--- src/rtl/edt_pkg.sv ---
`default_nettype none
// ----------------------------------------------------------------------------
// edt_pkg
// Shared widths, constants and types of the edge centroid tracker.
// ----------------------------------------------------------------------------
package edt_pkg;

   localparam int COL_W   = 7;
   localparam int ROW_W   = 6;
   localparam int CNT_W   = 13;
   localparam int SUM_W   = 19;
   localparam int RANGE_W = 16;
   localparam int DATA_W  = 32;
   localparam int ADDR_W  = 5;

   localparam int IMAGE_WIDTH_DEF  = 80;
   localparam int IMAGE_HEIGHT_DEF = 60;

   localparam logic [ROW_W-1:0]   ROW_START_RST  = 6'd4;
   localparam logic [ROW_W-1:0]   ROW_END_RST    = 6'd49;
   localparam logic [COL_W-1:0]   COL_START_RST  = 7'd5;
   localparam logic [COL_W-1:0]   COL_END_RST    = 7'd74;
   localparam logic [COL_W-1:0]   LOST_LIMIT_RST = 7'd21;
   localparam logic [RANGE_W-1:0] NEAR_LIMIT_RST = 16'd405;

   localparam logic [COL_W-1:0] LOST_WRAP_ABOVE = 7'd100;
   localparam logic [COL_W-1:0] LOST_WRAP_TO    = 7'd22;

   localparam logic [CNT_W-1:0] COUNT_MAX = {CNT_W{1'b1}};
   localparam logic [SUM_W-1:0] SUM_MAX   = {SUM_W{1'b1}};

   // register index, taken from paddr word offset
   typedef enum logic [2:0] {
      REG_ROW_START  = 3'd0,
      REG_ROW_END    = 3'd1,
      REG_COL_START  = 3'd2,
      REG_COL_END    = 3'd3,
      REG_LOST_LIMIT = 3'd4,
      REG_NEAR_LIMIT = 3'd5
   } reg_index_type;

   typedef enum logic [2:0] {
      ST_IDLE,
      ST_COL_START,
      ST_COL_WAIT,
      ST_ROW_START,
      ST_ROW_WAIT,
      ST_FINISH
   } state_type;

   typedef struct packed {
      logic busy;
      logic done;
   } div_status_type;

endpackage
`default_nettype wire

--- src/rtl/edt_divider.sv ---
`default_nettype none
// ----------------------------------------------------------------------------
// edt_divider
// Restoring divider, one quotient bit per cycle through one shared subtractor.
// ----------------------------------------------------------------------------
module edt_divider (
   input  wire logic                        clock,
   input  wire logic                        reset,
   input  wire logic                        start,
   input  wire logic [edt_pkg::SUM_W-1:0]   dividend,
   input  wire logic [edt_pkg::CNT_W-1:0]   divisor,
   output edt_pkg::div_status_type          status,
   output logic      [edt_pkg::SUM_W-1:0]   quotient
);
   import edt_pkg::*;

   localparam int STEP_W = $clog2(SUM_W);

   logic [CNT_W-1:0]  rem_ff, rem_in;
   logic [SUM_W-1:0]  quo_ff, quo_in;
   logic [CNT_W-1:0]  div_ff;
   logic [STEP_W-1:0] step_ff;
   logic              busy_ff, busy_in;
   logic              done_ff, done_in;
   logic [CNT_W:0]    trial;
   logic [CNT_W+1:0]  diff;

   // shift in the next dividend bit and try one subtract
   always_comb begin
      trial   = {rem_ff, quo_ff[SUM_W-1]};
      diff    = {1'b0, trial} - {2'b00, div_ff};
      rem_in  = rem_ff;
      quo_in  = quo_ff;
      busy_in = busy_ff;
      done_in = 1'b0;
      if (start) begin
         rem_in  = '0;
         quo_in  = dividend;
         busy_in = 1'b1;
      end else if (busy_ff) begin
         if (diff[CNT_W+1]) begin
            rem_in = trial[CNT_W-1:0];
            quo_in = {quo_ff[SUM_W-2:0], 1'b0};
         end else begin
            rem_in = diff[CNT_W-1:0];
            quo_in = {quo_ff[SUM_W-2:0], 1'b1};
         end
         if (step_ff == '0) begin
            busy_in = 1'b0;
            done_in = 1'b1;
         end
      end
   end

   always_ff @(posedge clock) begin
      if (reset) begin
         busy_ff <= 1'b0;
         done_ff <= 1'b0;
         step_ff <= '0;
      end else begin
         busy_ff <= busy_in;
         done_ff <= done_in;
         if (start) begin
            step_ff <= STEP_W'(SUM_W - 1);
         end else if (busy_ff) begin
            step_ff <= step_ff - 1'b1;
         end
      end
   end

   always_ff @(posedge clock) begin
      rem_ff <= rem_in;
      quo_ff <= quo_in;
      if (start) begin
         div_ff <= divisor;
      end
   end

   assign status.busy = busy_ff;
   assign status.done = done_ff;
   assign quotient    = quo_ff;

endmodule
`default_nettype wire

--- src/rtl/edge_centroid_tracker.sv ---
`default_nettype none
// ----------------------------------------------------------------------------
// edge_centroid_tracker
// Counts horizontal pixel transitions in a window and divides the column and
// row sums by the count at frame end to track a target centre.
// ----------------------------------------------------------------------------
// Throughput: one pixel word per cycle for all pixels but the last of a frame.
// Frame end: input stalls while the sequencer runs; with no transition in the frame
//   only the finish state runs, else two divider passes (start, 19 steps, done;
//   column then row) and the finish state, which stretches while the previous
//   result word is still waiting.
// Reset: synchronous, active high; sets register defaults, clears control state.
// ----------------------------------------------------------------------------
module edge_centroid_tracker #(
   parameter int IMAGE_WIDTH  = edt_pkg::IMAGE_WIDTH_DEF,
   parameter int IMAGE_HEIGHT = edt_pkg::IMAGE_HEIGHT_DEF
) (
   input  wire logic                          clock,
   input  wire logic                          reset,
   // pixel channel
   input  wire logic                          req_valid,
   output logic                               req_ready,
   input  wire logic                          req_pixel,
   input  wire logic [edt_pkg::RANGE_W-1:0]   req_range_sample,
   input  wire logic                          req_frame_last,
   // result channel
   output logic                               rsp_valid,
   input  wire logic                          rsp_ready,
   output logic      [edt_pkg::COL_W-1:0]     rsp_centre_col,
   output logic      [edt_pkg::ROW_W-1:0]     rsp_centre_row,
   output logic                               rsp_target_seen,
   output logic      [edt_pkg::COL_W-1:0]     rsp_lost_frames,
   output logic                               rsp_near,
   // register port
   input  wire logic                          psel,
   input  wire logic                          penable,
   input  wire logic                          pwrite,
   input  wire logic [edt_pkg::ADDR_W-1:0]    paddr,
   input  wire logic [edt_pkg::DATA_W-1:0]    pwdata,
   output logic      [edt_pkg::DATA_W-1:0]    prdata,
   output logic                               pready
);
   import edt_pkg::*;

   localparam logic [COL_W-1:0] COL_LAST = COL_W'(IMAGE_WIDTH - 1);
   localparam logic [ROW_W-1:0] ROW_LAST = ROW_W'(IMAGE_HEIGHT - 1);

   // ------------------------------------------------------------------------
   // Configuration registers
   // ------------------------------------------------------------------------
   logic [ROW_W-1:0]   row_start_ff, row_end_ff;
   logic [COL_W-1:0]   col_start_ff, col_end_ff, lost_limit_ff;
   logic [RANGE_W-1:0] near_limit_ff;
   logic               csr_write;
   reg_index_type      csr_index;

   assign pready    = 1'b1;
   assign csr_write = psel && penable && pwrite;
   assign csr_index = reg_index_type'(paddr[ADDR_W-1:2]);

   always_ff @(posedge clock) begin
      if (reset) begin
         row_start_ff  <= ROW_START_RST;
         row_end_ff    <= ROW_END_RST;
         col_start_ff  <= COL_START_RST;
         col_end_ff    <= COL_END_RST;
         lost_limit_ff <= LOST_LIMIT_RST;
         near_limit_ff <= NEAR_LIMIT_RST;
      end else if (csr_write) begin
         unique case (csr_index)
            REG_ROW_START:  row_start_ff  <= pwdata[ROW_W-1:0];
            REG_ROW_END:    row_end_ff    <= pwdata[ROW_W-1:0];
            REG_COL_START:  col_start_ff  <= pwdata[COL_W-1:0];
            REG_COL_END:    col_end_ff    <= pwdata[COL_W-1:0];
            REG_LOST_LIMIT: lost_limit_ff <= pwdata[COL_W-1:0];
            REG_NEAR_LIMIT: near_limit_ff <= pwdata[RANGE_W-1:0];
            default: ;
         endcase
      end
   end

   // read back; addresses past the list read as zero
   always_comb begin
      unique case (csr_index)
         REG_ROW_START:  prdata = DATA_W'(row_start_ff);
         REG_ROW_END:    prdata = DATA_W'(row_end_ff);
         REG_COL_START:  prdata = DATA_W'(col_start_ff);
         REG_COL_END:    prdata = DATA_W'(col_end_ff);
         REG_LOST_LIMIT: prdata = DATA_W'(lost_limit_ff);
         REG_NEAR_LIMIT: prdata = DATA_W'(near_limit_ff);
         default:        prdata = '0;
      endcase
   end

   // ------------------------------------------------------------------------
   // Sequencer
   // ------------------------------------------------------------------------
   state_type      state_ff, state_in;
   logic           div_start;
   logic           finish_go;
   logic           use_row;
   div_status_type div_status;
   logic [SUM_W-1:0] div_quotient;
   logic           in_fire;
   logic           out_free;

   logic             prev_pixel_ff;
   logic [ROW_W-1:0] row_pos_ff;
   logic [COL_W-1:0] col_pos_ff;
   logic [CNT_W-1:0] edge_count_ff, edge_count_in;
   logic [SUM_W-1:0] col_sum_ff, col_sum_in;
   logic [SUM_W-1:0] row_sum_ff, row_sum_in;
   logic [COL_W-1:0] held_col_ff, held_col_in;
   logic [ROW_W-1:0] held_row_ff, held_row_in;
   logic [COL_W-1:0] lost_count_ff, lost_count_in;
   logic [COL_W-1:0] col_q_ff;
   logic [ROW_W-1:0] row_q_ff;
   logic             near_ff;
   logic             seen_in;

   logic             rsp_valid_ff;
   logic [COL_W-1:0] rsp_col_ff;
   logic [ROW_W-1:0] rsp_row_ff;
   logic             rsp_seen_ff;
   logic [COL_W-1:0] rsp_lost_ff;
   logic             rsp_near_ff;

   assign in_fire  = req_valid && req_ready;
   assign out_free = !rsp_valid_ff || rsp_ready;

   // next state
   always_comb begin
      state_in = state_ff;
      unique case (state_ff)
         ST_IDLE: begin
            if (in_fire && req_frame_last) begin
               // skip both divisions when the frame saw no transition
               state_in = (edge_count_in == '0) ? ST_FINISH : ST_COL_START;
            end
         end
         ST_COL_START: state_in = ST_COL_WAIT;
         ST_COL_WAIT: begin
            if (div_status.done) begin
               state_in = ST_ROW_START;
            end
         end
         ST_ROW_START: state_in = ST_ROW_WAIT;
         ST_ROW_WAIT: begin
            if (div_status.done) begin
               state_in = ST_FINISH;
            end
         end
         ST_FINISH: begin
            if (out_free) begin
               state_in = ST_IDLE;
            end
         end
         default: state_in = ST_IDLE;
      endcase
   end

   // sequencer outputs
   always_comb begin
      req_ready = 1'b0;
      div_start = 1'b0;
      finish_go = 1'b0;
      use_row   = 1'b0;
      unique case (state_ff)
         ST_IDLE:      req_ready = 1'b1;
         ST_COL_START: div_start = 1'b1;
         ST_COL_WAIT:  ;
         ST_ROW_START: begin
            div_start = 1'b1;
            use_row   = 1'b1;
         end
         ST_ROW_WAIT:  use_row   = 1'b1;
         ST_FINISH:    finish_go = out_free;
         default: ;
      endcase
   end

   always_ff @(posedge clock) begin
      if (reset) begin
         state_ff <= ST_IDLE;
      end else begin
         state_ff <= state_in;
      end
   end

   // ------------------------------------------------------------------------
   // Shared divider: column sum first, then row sum
   // ------------------------------------------------------------------------
   edt_divider u_divider (
      .clock    (clock),
      .reset    (reset),
      .start    (div_start),
      .dividend (use_row ? row_sum_ff : col_sum_ff),
      .divisor  (edge_count_ff),
      .status   (div_status),
      .quotient (div_quotient)
   );

   // ------------------------------------------------------------------------
   // Transition scan
   // ------------------------------------------------------------------------
   logic [COL_W-1:0] left_col;
   logic             hit;
   logic [CNT_W:0]   count_sum;
   logic [SUM_W:0]   col_add, row_add;

   always_comb begin
      left_col = col_pos_ff - 1'b1;
      hit = (col_pos_ff != '0) && (req_pixel != prev_pixel_ff)
         && (row_pos_ff >= row_start_ff) && (row_pos_ff <= row_end_ff)
         && (left_col >= col_start_ff) && (left_col <= col_end_ff);
      count_sum = {1'b0, edge_count_ff} + 1'b1;
      col_add   = {1'b0, col_sum_ff} + (SUM_W+1)'(left_col);
      row_add   = {1'b0, row_sum_ff} + (SUM_W+1)'(row_pos_ff);
      edge_count_in = edge_count_ff;
      col_sum_in    = col_sum_ff;
      row_sum_in    = row_sum_ff;
      if (hit) begin
         // saturate instead of wrapping
         edge_count_in = count_sum[CNT_W] ? COUNT_MAX : count_sum[CNT_W-1:0];
         col_sum_in    = col_add[SUM_W]   ? SUM_MAX   : col_add[SUM_W-1:0];
         row_sum_in    = row_add[SUM_W]   ? SUM_MAX   : row_add[SUM_W-1:0];
      end
   end

   // ------------------------------------------------------------------------
   // Frame-end update of held centre and lost counter
   // ------------------------------------------------------------------------
   logic [COL_W-1:0] lost_step;

   always_comb begin
      held_row_in   = held_row_ff;
      held_col_in   = held_col_ff;
      lost_count_in = lost_count_ff;
      seen_in       = 1'b0;
      lost_step     = lost_count_ff + 1'b1;
      if (row_q_ff != '0) begin
         held_row_in = row_q_ff;
      end
      if (col_q_ff != '0) begin
         held_col_in   = col_q_ff;
         lost_count_in = '0;
         seen_in       = 1'b1;
      end else begin
         lost_count_in = lost_step;
         // drop the column once the target has been missing too long
         if (lost_step > lost_limit_ff) begin
            held_col_in = '0;
         end
         if (lost_step > LOST_WRAP_ABOVE) begin
            lost_count_in = LOST_WRAP_TO;
         end
      end
   end

   // ------------------------------------------------------------------------
   // Frame state
   // ------------------------------------------------------------------------
   always_ff @(posedge clock) begin
      if (reset) begin
         prev_pixel_ff <= 1'b0;
         row_pos_ff    <= '0;
         col_pos_ff    <= '0;
         edge_count_ff <= '0;
         col_sum_ff    <= '0;
         row_sum_ff    <= '0;
         held_col_ff   <= '0;
         held_row_ff   <= '0;
         lost_count_ff <= '0;
      end else begin
         if (in_fire) begin
            prev_pixel_ff <= req_frame_last ? 1'b0 : req_pixel;
            edge_count_ff <= edge_count_in;
            col_sum_ff    <= col_sum_in;
            row_sum_ff    <= row_sum_in;
            if (req_frame_last) begin
               // restart the raster; sums stay until the divides are done
               col_pos_ff    <= '0;
               row_pos_ff    <= '0;
            end else if (col_pos_ff >= COL_LAST) begin
               col_pos_ff <= '0;
               row_pos_ff <= (row_pos_ff >= ROW_LAST) ? '0 : row_pos_ff + 1'b1;
            end else begin
               col_pos_ff <= col_pos_ff + 1'b1;
            end
         end
         if (finish_go) begin
            held_col_ff   <= held_col_in;
            held_row_ff   <= held_row_in;
            lost_count_ff <= lost_count_in;
            edge_count_ff <= '0;
            col_sum_ff    <= '0;
            row_sum_ff    <= '0;
         end
      end
   end

   // quotients and near flag of the frame in flight
   always_ff @(posedge clock) begin
      if (in_fire && req_frame_last) begin
         col_q_ff <= '0;
         row_q_ff <= '0;
         near_ff  <= (req_range_sample != '0) && (req_range_sample < near_limit_ff);
      end
      if (div_status.done) begin
         if (state_ff == ST_COL_WAIT) begin
            col_q_ff <= div_quotient[COL_W-1:0];
         end else begin
            row_q_ff <= div_quotient[ROW_W-1:0];
         end
      end
   end

   // ------------------------------------------------------------------------
   // Result word register
   // ------------------------------------------------------------------------
   always_ff @(posedge clock) begin
      if (reset) begin
         rsp_valid_ff <= 1'b0;
      end else if (finish_go) begin
         rsp_valid_ff <= 1'b1;
      end else if (rsp_ready) begin
         rsp_valid_ff <= 1'b0;
      end
   end

   always_ff @(posedge clock) begin
      if (finish_go) begin
         rsp_col_ff  <= held_col_in;
         rsp_row_ff  <= held_row_in;
         rsp_seen_ff <= seen_in;
         rsp_lost_ff <= lost_count_in;
         rsp_near_ff <= near_ff;
      end
   end

   assign rsp_valid       = rsp_valid_ff;
   assign rsp_centre_col  = rsp_col_ff;
   assign rsp_centre_row  = rsp_row_ff;
   assign rsp_target_seen = rsp_seen_ff;
   assign rsp_lost_frames = rsp_lost_ff;
   assign rsp_near        = rsp_near_ff;

endmodule
`default_nettype wire
--- config.mk ---
export PLATFORM = sky130hd
export DESIGN_NAME = edge_centroid_tracker
export DESIGN_NICKNAME = d
export VERILOG_FILES = /design/src/rtl/edt_pkg.sv /design/src/rtl/edt_divider.sv /design/src/rtl/edge_centroid_tracker.sv
export SDC_FILE = /design/constraint.sdc
export NUM_CORES = 1
export LEC_CHECK = 0
export BUFFER_PORTS_ARGS = -buffer_cell sky130_fd_sc_hd__buf_4
export CORE_UTILIZATION = 25
export CTS_CLUSTER_DIAMETER = 150
export DETAILED_ROUTE_END_ITERATION = 10
export GPL_TIMING_DRIVEN = 0
export PLACE_DENSITY = 0.43
export SKIP_LAST_GASP = 1
export SYNTH_ARGS = -nofsm -noshare
export SYNTH_HDL_FRONTEND = slang
export SYNTH_SLANG_ARGS = --single-unit
export TNS_END_PERCENT = 10
--- constraint.sdc ---
create_clock -name clock -period 3.3 [get_ports clock]
set_input_delay 0.495 -clock clock [delete_from_list [all_inputs] [get_ports clock]]
set_output_delay 0.495 -clock clock [all_outputs]
set_load 0.05 [all_outputs]
Yosys cells after proc, flatten, opt, wreduce, memory -nomap -nowiden
Index checks and enable logic that the tools add are counted.
- output and inout bits: 57
- logic and storage cells: 149
- input bits: 62
- flip-flop bits (word level): 226
- muxes and demuxes: 46
- reduce and logical (&&, ||, !) cells: 37
- bitwise logic cells: 1
- equal/unequal tests: 15
- $lt $le $gt $ge: 9
- add/sub/neg operators: 9
- operators with widths (cell ; count):
    16-bit one-hot mux with 6 select lines ; 1
    19-bit 2-to-1 mux ; 5
    7-bit 2-to-1 mux ; 9
    6-bit 2-to-1 mux ; 7
    13-bit 2-to-1 mux ; 3
    19-bit by 6-bit adder with 20-bit output ; 1
    19-bit by 7-bit adder with 20-bit output ; 1
    3-bit one-hot mux with 6 select lines ; 1
    16-bit less-than comparator ; 1
    2-bit AND reduction ; 8
    16-bit nonzero test ; 1
    3-bit 2-to-1 mux ; 5
    14-bit by 13-bit subtractor with 15-bit output ; 1
    13-bit by 1-bit adder with 14-bit output, second input constant ; 1
    7-bit by 1-bit adder with 7-bit output, second input constant ; 2
    7-bit nonzero test ; 2
    13-bit zero test ; 1
    1-bit 2-to-1 mux ; 13
    3-bit by 2-bit == test with 1-bit output, second input constant ; 4
    3-bit == test, second input constant ; 4
    1-bit logical AND ; 10
    5-bit 2-to-1 mux ; 2
    2-bit OR reduction ; 4
    7-bit greater-or-equal comparator ; 1
    other kinds (23) ; 29

Depth between registers and ports, before layout
Gate-level depths: netlist of the first run.
- depth in word-level cells: 11
- mapped depth: 16
- depth with buffers taken out: 13

By module
Synthesis of the first run repeated with hierarchy kept, for this count alone.
- cells, all modules: 1413
- area, all modules: 12610.8 um^2
- by module, submodules not included (module ; area each (um^2) ; cells an instance ; instances):
    edge_centroid_tracker ; 9835.7 ; 1158 ; 1
    edt_divider ; 2775.2 ; 255 ; 1

Worst setup path before layout of the first run
No wires, ideal clock.
- path kind: register -> register
- start point: reg col_pos_ff[0]
- end point: reg state_ff[2]
- library setup time: 0.096 ns
- data arrival time: 3.040 ns
- buffers on the path: 1
- period minus slack after synthesis: 3.135 ns
- cell stages (with the launch flop): 14
- path slack: 0.165 ns
- cells stage by stage: dfxtp_1 -> clkbuf_1 -> inv_1 -> ha_1 -> inv_1 -> ha_1 -> nor2b_1 -> o211ai_1 -> nand3_1 -> a21oi_2 -> nand2_2 -> or4b_1 -> a211o_1 -> o41ai_2
- cells in the longest elaborated chain, start to end: 11
- RTL lines (element ; RTL line ; RTL):
    start, declared ; edge_centroid_tracker.sv:109 ; logic [COL_W-1:0] col_pos_ff;
    start signal, assigned ; edge_centroid_tracker.sv:288 ; col_pos_ff <= col_pos_ff + 1'b1;
    branches (longest 5 deep; another with 7-bit by 1-bit subtractor with 7-bit output) ; n/a ;
    1-bit logical AND * ; edge_centroid_tracker.sv:215 ; && (left_col >= col_start_ff) && (left_col <= col_end_ff);
    13-bit 2-to-1 mux * ; edge_centroid_tracker.sv:222 ; if (hit) begin
    13-bit zero test * ; edge_centroid_tracker.sv:138 ; state_in = (edge_count_in == '0) ? ST_FINISH : ST_COL_START;
    3-bit 2-to-1 mux * ; edge_centroid_tracker.sv:138 ;
    3-bit 2-to-1 mux * ; edge_centroid_tracker.sv:136 ; if (in_fire && req_frame_last) begin
    3-bit one-hot mux with 6 select lines * ; edge_centroid_tracker.sv:134 ; unique case (state_ff)
    end signal, assigned ; edge_centroid_tracker.sv:186 ; state_ff <= state_in;
    end, declared ; edge_centroid_tracker.sv:98 ; state_type state_ff, state_in;
Every way passes the cells marked *. The select of a mux whose other input is x is not followed.
A chain may end at the register's enable or synchronous reset.

Final worst setup path of the first run
Ends and elaborated chain as after synthesis.

==> impl_metrics.env, run 1 <==
export IMPL_status="finished, violations left"
export IMPL_violations="setup timing"
export IMPL_drt_iter0_drc=556
export IMPL_hold_path_depth=2
export IMPL_final_util=0.3049
export IMPL_p_leak_uw=0.005838
export IMPL_clock_skew_ns=0.02300
export IMPL_setup_viol=1
export IMPL_synth_area_um2=12370
export IMPL_detailroute_via_count=10344
export IMPL_crit_path_top_delay_cell="or4b_1"
export IMPL_grtUsageTotal=0.1429
export IMPL_dieArea_um2=50380
export IMPL_ys_seq_area_frac=0.4102
export IMPL_clk_latency_ns=0.56
export IMPL_synth_top_area_frac=0.2767
export IMPL_multi_input_area_um2=6710
export IMPL_rsz0062_at_grt="yes"
export IMPL_grt_antenna_before_repair=0
export IMPL_antenna_cells=0
export IMPL_post_dp_hpwl_mm=26.92
export IMPL_num_rows=81
export IMPL_overflow=0
export IMPL_firstDrtPassIters=5
export IMPL_vdd_drop_max_v=0.0003843
export IMPL_area_delta_synth_final_pct=20.39
export IMPL_cp_max_fo=10
export IMPL_n_fill_cell=5224
export IMPL_synth_flop_cell="dfxtp_1"
export IMPL_netlist_instances=1422
export IMPL_finalWirelength_mm=36.09
export IMPL_final_net_count=1697
export IMPL_cp_start_kind="flop"
export IMPL_drive_gt1_frac=0.1279
export IMPL_stdcell_count=2235
export IMPL_post_route_period_util=1.009
export IMPL_synth_top_cells_by_area="dfxtp_1 (28%), edfxtp_1 (13%), ha_1 (8.2%), a21oi_1 (5.2%), nand2_1 (4.6%)"
export IMPL_die_y_um=224.4
export IMPL_synth_seq_cells=226
export IMPL_worstSetupPathType="flop to flop"
export IMPL_cp_cell_sequence="nor3_1 -> nand2_1 -> xnor2_2 -> ha_1 -> a21o_1 -> a21oi_2 -> nand3_2 -> a21oi_4 -> nand2_4 -> or4b_1 -> a211o_1 -> o41ai_2"
export IMPL_synth_top_area_cell="dfxtp_1"
export IMPL_cts_clk_slew_worst_paths_ns=0.06
export IMPL_drv_cap=0
export IMPL_post_route_min_period_ns=3.331
export IMPL_grt_pass1_vias=10060
export IMPL_grt_max_degree=32
export IMPL_ys_types=76
export IMPL_yosysWarnings=0
export IMPL_synth_avg_cell_area_um2=8.699
export IMPL_cp_arrival_ns=3.76
export IMPL_cts_tree="yes"
export IMPL_crit_cells=12
export IMPL_start_util=0.2532
export IMPL_cts_max_path_buffers=3
export IMPL_worstSetupEndpointType="flop"
export IMPL_hold_viol_final=0
export IMPL_placedCellCount=2182
export IMPL_die_w_um=224.4
export IMPL_cts_sinks=226
export IMPL_gp_congestion=0.8332
export IMPL_crit_family="compound AO/OA/AOI/OAI gates"
export IMPL_core_um2=48850
export IMPL_r2r_cells=12
export IMPL_critPathMaxStageDelay_ns=0.51
export IMPL_hold_buffers=0
export IMPL_grt_pass1_wl_mm=56.90
export IMPL_cp_buffers_inverters=0
export IMPL_cts_root_buf="clkbuf_16"
export IMPL_cts_htree_levels=1
export IMPL_slew_violations=0
export IMPL_hold_path_class="input pin to flop"
export IMPL_io_pins=119
export IMPL_synth_edf_count=55
export IMPL_fmax_ghz=0.3002
export IMPL_crit_required_ns=3.73
export IMPL_regArea_um2=5080
export IMPL_worst_slew_pin_slew_ns=1.120
export IMPL_drc=0
export IMPL_ant_nets=0
export IMPL_cts_buffers=27
export IMPL_p_per_area_nw_per_um2=560.2
export IMPL_io_buffers=81
export IMPL_vias_per_cell=4.628
export IMPL_maxSlewHeadroom=0.2531
export IMPL_synthTopCellsByCount="dfxtp_1 (171), nand2_1 (150), nor2_1 (134)"
export IMPL_setup_ws_ns=-0.03067
export IMPL_wl_per_cell_um=16.15
export IMPL_synth_most_common_cell="dfxtp_1"
export IMPL_synthArstFlopShare=0
[per-stage QoR]
| stage | power [uW] | hold slack (ns) | setup TNS [ns] | cell area, um2 | worst slack [ns] |
|---|---|---|---|---|---|
| 3_3_place_gp | 5378 | 0.4134 | -27.14 | 13870 | -0.7798 |
| 5_1_grt | 8828 | 0.1150 | -1.077 | 14890 | -0.1991 |
| 2_1_floorplan | 4798 | 0.4003 | 0 | 12430 | 0.1645 |
| 4_1_cts | 8448 | 0.1145 | -0.09714 | 14850 | -0.02664 |
| 6_report | 8342 | 0.1421 | -0.03067 | 14890 | -0.03067 |
| 3_5_place_dp | 5401 | 0.4171 | -24.62 | 13870 | -0.6925 |
[cell type report]
class,count,share of cell area
clock inverter,8,0.002604
multi-input combinational,1029,0.4506
buffer,80,0.02680
tap,664,0.05578
clock buffer,41,0.05436
sequential,226,0.3411
timing repair buffer,86,0.04335
inverter,101,0.02546
[cells in the final DEF, fill, tap and decap left out, types with 12 or more instances in the layout]
cell type and n:
dfxtp_1 169, nand2_1 150, nor2_1 132, a21oi_1 128
buf_4 104, inv_1 98, ha_1 80, o21ai_0 61
edfxtp_1 55, clkbuf_1 53, mux2i_1 51, nor3_1 46
nand3_1 39, xnor2_1 28, clkbuf_16 28, a21o_1 26
xor2_1 21, nand4_1 17, conb_1 17, and3_1 16
a31oi_1 15, a211o_1 14, nand2b_1 13, nor2b_1 12
[power breakdown]
part,total (uW),internal (uW),switching [uW]
registers,3190,3050,133
logic,2270,889,1380
clock network,2890,1680,1210
total,8340,5620,2720
[cell families after synthesis]
kind of cell | count (synthesis) | synth area share
and+or+nand+nor | 480 | 0.1815
xor gates and xnor gates | 54 | 0.03823
AOI/OAI and AO/OA | 339 | 0.1752
adders and majority gates | 84 | 0.08678
other | 2 | 0.0006071
DFF | 226 | 0.4102
muxes | 55 | 0.04582
buffers and inverters | 182 | 0.06170
[per-layer routing]
metal,vias to the layer above,track usage,part of all wire
met2,172,0.2276,0.44
met3,45,0.01502,0.034
met4,0,0.03950,0.018
li1,5264,-,-
met5,-,0,0
met1,4863,0.2037,0.50
[worst paths after layout]
path / from / endpoint / slack, ns
min: pwdata[8] / near_limit_ff[8] / 0.14
max: col_pos_ff[0] / state_ff[2] / -0.03
min reg2reg: near_ff / rsp_near / 0.43
max reg2reg: col_pos_ff[0] / state_ff[2] / -0.03
[state kept, by name (all words and copies together) (netlist names), 13 cells and up]
register and count:
col_sum_ff 19, row_sum_ff 19, u_divider.quotient 19, near_limit_ff 16
edge_count_ff 13, u_divider.div_ff 13, u_divider.rem_ff 13
[what timing repair did]
| action | in CTS | in global routing |
|---|---|---|
| resized for setup | 25 | 10 |
| endpoints found under the setup margin | 52 | 45 |
| setup buffers | 4 | 1 |
| endpoints found under the hold margin | 0 | 0 |
| pin swaps | 5 | 2 |
Note: power is estimated with default switching activity, not from simulation.
==> inputs of run 2 (changes only) <==
--- a/config.mk
+++ b/config.mk
@@ -6,6 +6,7 @@
 export NUM_CORES = 1
 export LEC_CHECK = 0
 export BUFFER_PORTS_ARGS = -buffer_cell sky130_fd_sc_hd__buf_4
+export CORE_MARGIN = 1.5
 export CORE_UTILIZATION = 25
 export CTS_CLUSTER_DIAMETER = 150
 export DETAILED_ROUTE_END_ITERATION = 10
==> impl_metrics.env, run 2 (synthesized netlist as in run 1, its figures left out) <==
export IMPL_status="finished, final reports clean"
export IMPL_cts_buffers=28
export IMPL_post_route_min_period_ns=3.181
export IMPL_final_net_count=1703
export IMPL_p_clk_frac=0.360
export IMPL_post_dp_hpwl_mm=26.78
export IMPL_slew_violations=0
export IMPL_cts_sinks=226
export IMPL_setup_tns_ns=0
export IMPL_worstSetupEndpointType="flop"
export IMPL_ant_nets=0
export IMPL_rsz0062_at_grt="no"
export IMPL_finalWirelength_mm=35.86
export IMPL_clock_skew_ns=0.01250
export IMPL_post_route_period_util=0.9640
export IMPL_die_w_um=225.4
export IMPL_worst_slew_pin_slew_ns=1.083
export IMPL_drt_iter0_drc=656
export IMPL_hold_buffers=0
export IMPL_final_cell_mix="dfxtp_1 (166), nand2_1 (149), nor2_1 (131)"
export IMPL_gp_congestion=0.8075
export IMPL_core_um2=48850
export IMPL_io_buffers=81
export IMPL_cp_cell_sequence="nor3_2 -> nand2_1 -> xnor2_2 -> ha_1 -> a21o_1 -> a21oi_2 -> nand3_2 -> a21oi_4 -> nand2_4 -> or4b_1 -> a211o_1 -> o41ai_2"
export IMPL_grt_max_degree=32
export IMPL_critPathMaxStageDelay_ns=0.51
export IMPL_maxSlewHeadroom=0.2778
export IMPL_setup_viol=0
export IMPL_start_util=0.2532
export IMPL_cts_clk_slew_worst_paths_ns=0.06
export IMPL_switching_share=0.3245
export IMPL_grt_pass1_vias=9918
export IMPL_drv_cap=0
export IMPL_vdd_drop_max_v=0.0003858
export IMPL_area_delta_synth_final_pct=21.50
export IMPL_cp_max_fo=4
export IMPL_p_total_uw=8567
export IMPL_p_per_area_nw_per_um2=569.9
export IMPL_p_int_uw=5787
export IMPL_hold_viol_final=0
export IMPL_cp_arrival_ns=3.62
export IMPL_crit_required_ns=3.74
export IMPL_grtUsageTotal=0.1417
export IMPL_clk_latency_ns=0.56
export IMPL_grt_antenna_before_repair=0
export IMPL_vias_per_cell=4.573
export IMPL_dieArea_um2=50830
export IMPL_comb_power_share=0.269
export IMPL_worstSetupPathType="flop to flop"
export IMPL_io_pins=119
export IMPL_drc=0
export IMPL_cp_start_kind="flop"
export IMPL_hold_path_class="input pin to flop"
export IMPL_cts_max_path_buffers=3
export IMPL_cts_root_buf="clkbuf_16"
export IMPL_crit_path_top_delay_cell="or4b_1"
export IMPL_fmax_ghz=0.3143
export IMPL_pwr_share_seq=0.371
export IMPL_cts_tree="yes"
export IMPL_drive_gt1_frac=0.1387
export IMPL_wl_per_cell_um=15.99
export IMPL_detailroute_via_count=10258
export IMPL_final_common_cell="dfxtp_1"
export IMPL_antenna_cells=0
export IMPL_p_switching_uw=2780
export IMPL_overflow=0
export IMPL_grt_pass1_wl_mm=56.82
export IMPL_die_y_um=225.4
export IMPL_p_leak_uw=0.005892
export IMPL_num_rows=81
export IMPL_cts_htree_levels=1
export IMPL_firstDrtPassIters=5
==> run 2: path summary, 6_finish.rpt <==
path	cells after the start	to	slack (ns)	startpoint
max	12	state_ff[2]	0.12	col_pos_ff[0]
min	2	near_limit_ff[8]	0.13	pwdata[8]
max reg2reg	12	state_ff[2]	0.12	col_pos_ff[0]
min reg2reg	0	rsp_near	0.42	near_ff
==> run 2: repair_timing <==
item	4_1_cts	5_1_grt
endpoints found under the setup margin	52	33
pin swaps	9	11
gates resized for setup	29	12
cloned	0	0
setup buffers	9	2
hold endpoints to repair	0	0
==> run 2: layout make-up <==
class / instances / area, um2
clock buffers: 31 / 721.9
clock inverters: 21 / 198.9
fillers: 5218 / 33820
inverters: 101 / 379.1
repair buffers: 92 / 690.7
multi-input cells: 1029 / 6739
flip-flops and latches: 226 / 5086
plain buffers: 79 / 384.1
well taps: 664 / 830.8
==> run 2: worst max-delay path: cells and delay by family, from the launching register on <==
family	cells	cell delay, ns
AO/OA/AOI/OAI	5	1.22
AND/OR/NAND/NOR	5	0.98
flip-flops	1	0.36
adder cells (fa/ha/maj)	1	0.29
XOR/XNOR	1	0.22
==> run 2: per-layer routing <==
layer	track usage	up-vias	wire, um
li1	-	5283	-
met1	0.2038	4776	18120
met2	0.2258	157	15970
met3	0.01604	42	1212
met4	0.03247	0	556
met5	0	-	0
==> run 2: power by group through the flow <==
stage	logic, uW	registers, uW	clock network [uW]
after floorplan	1570	3220	0
after global placement	2140	3230	0
after detailed placement	2160	3230	0
after CTS	2310	3180	3180
after global routing	2560	3200	3290
final	2300	3180	3090
==> run 2: through the flow <==
| stage | setup WS (ns) | hold slack [ns] | std cells | util | area, um2 |
|---|---|---|---|---|---|
| after floorplan | 0.1645 | 0.4003 | 1437 | - | 12430 |
| after global placement | -0.7918 | 0.4091 | 2182 | 0.2838 | 13870 |
| after detailed placement | -0.7099 | 0.4147 | 2182 | 0.2839 | 13870 |
| after CTS | -0.03411 | 0.1057 | 2241 | 0.3063 | 14960 |
| after global routing | 0.01642 | 0.1104 | 2243 | 0.3077 | 15030 |
| final | 0.1187 | 0.1308 | 2243 | 0.3077 | 15030 |
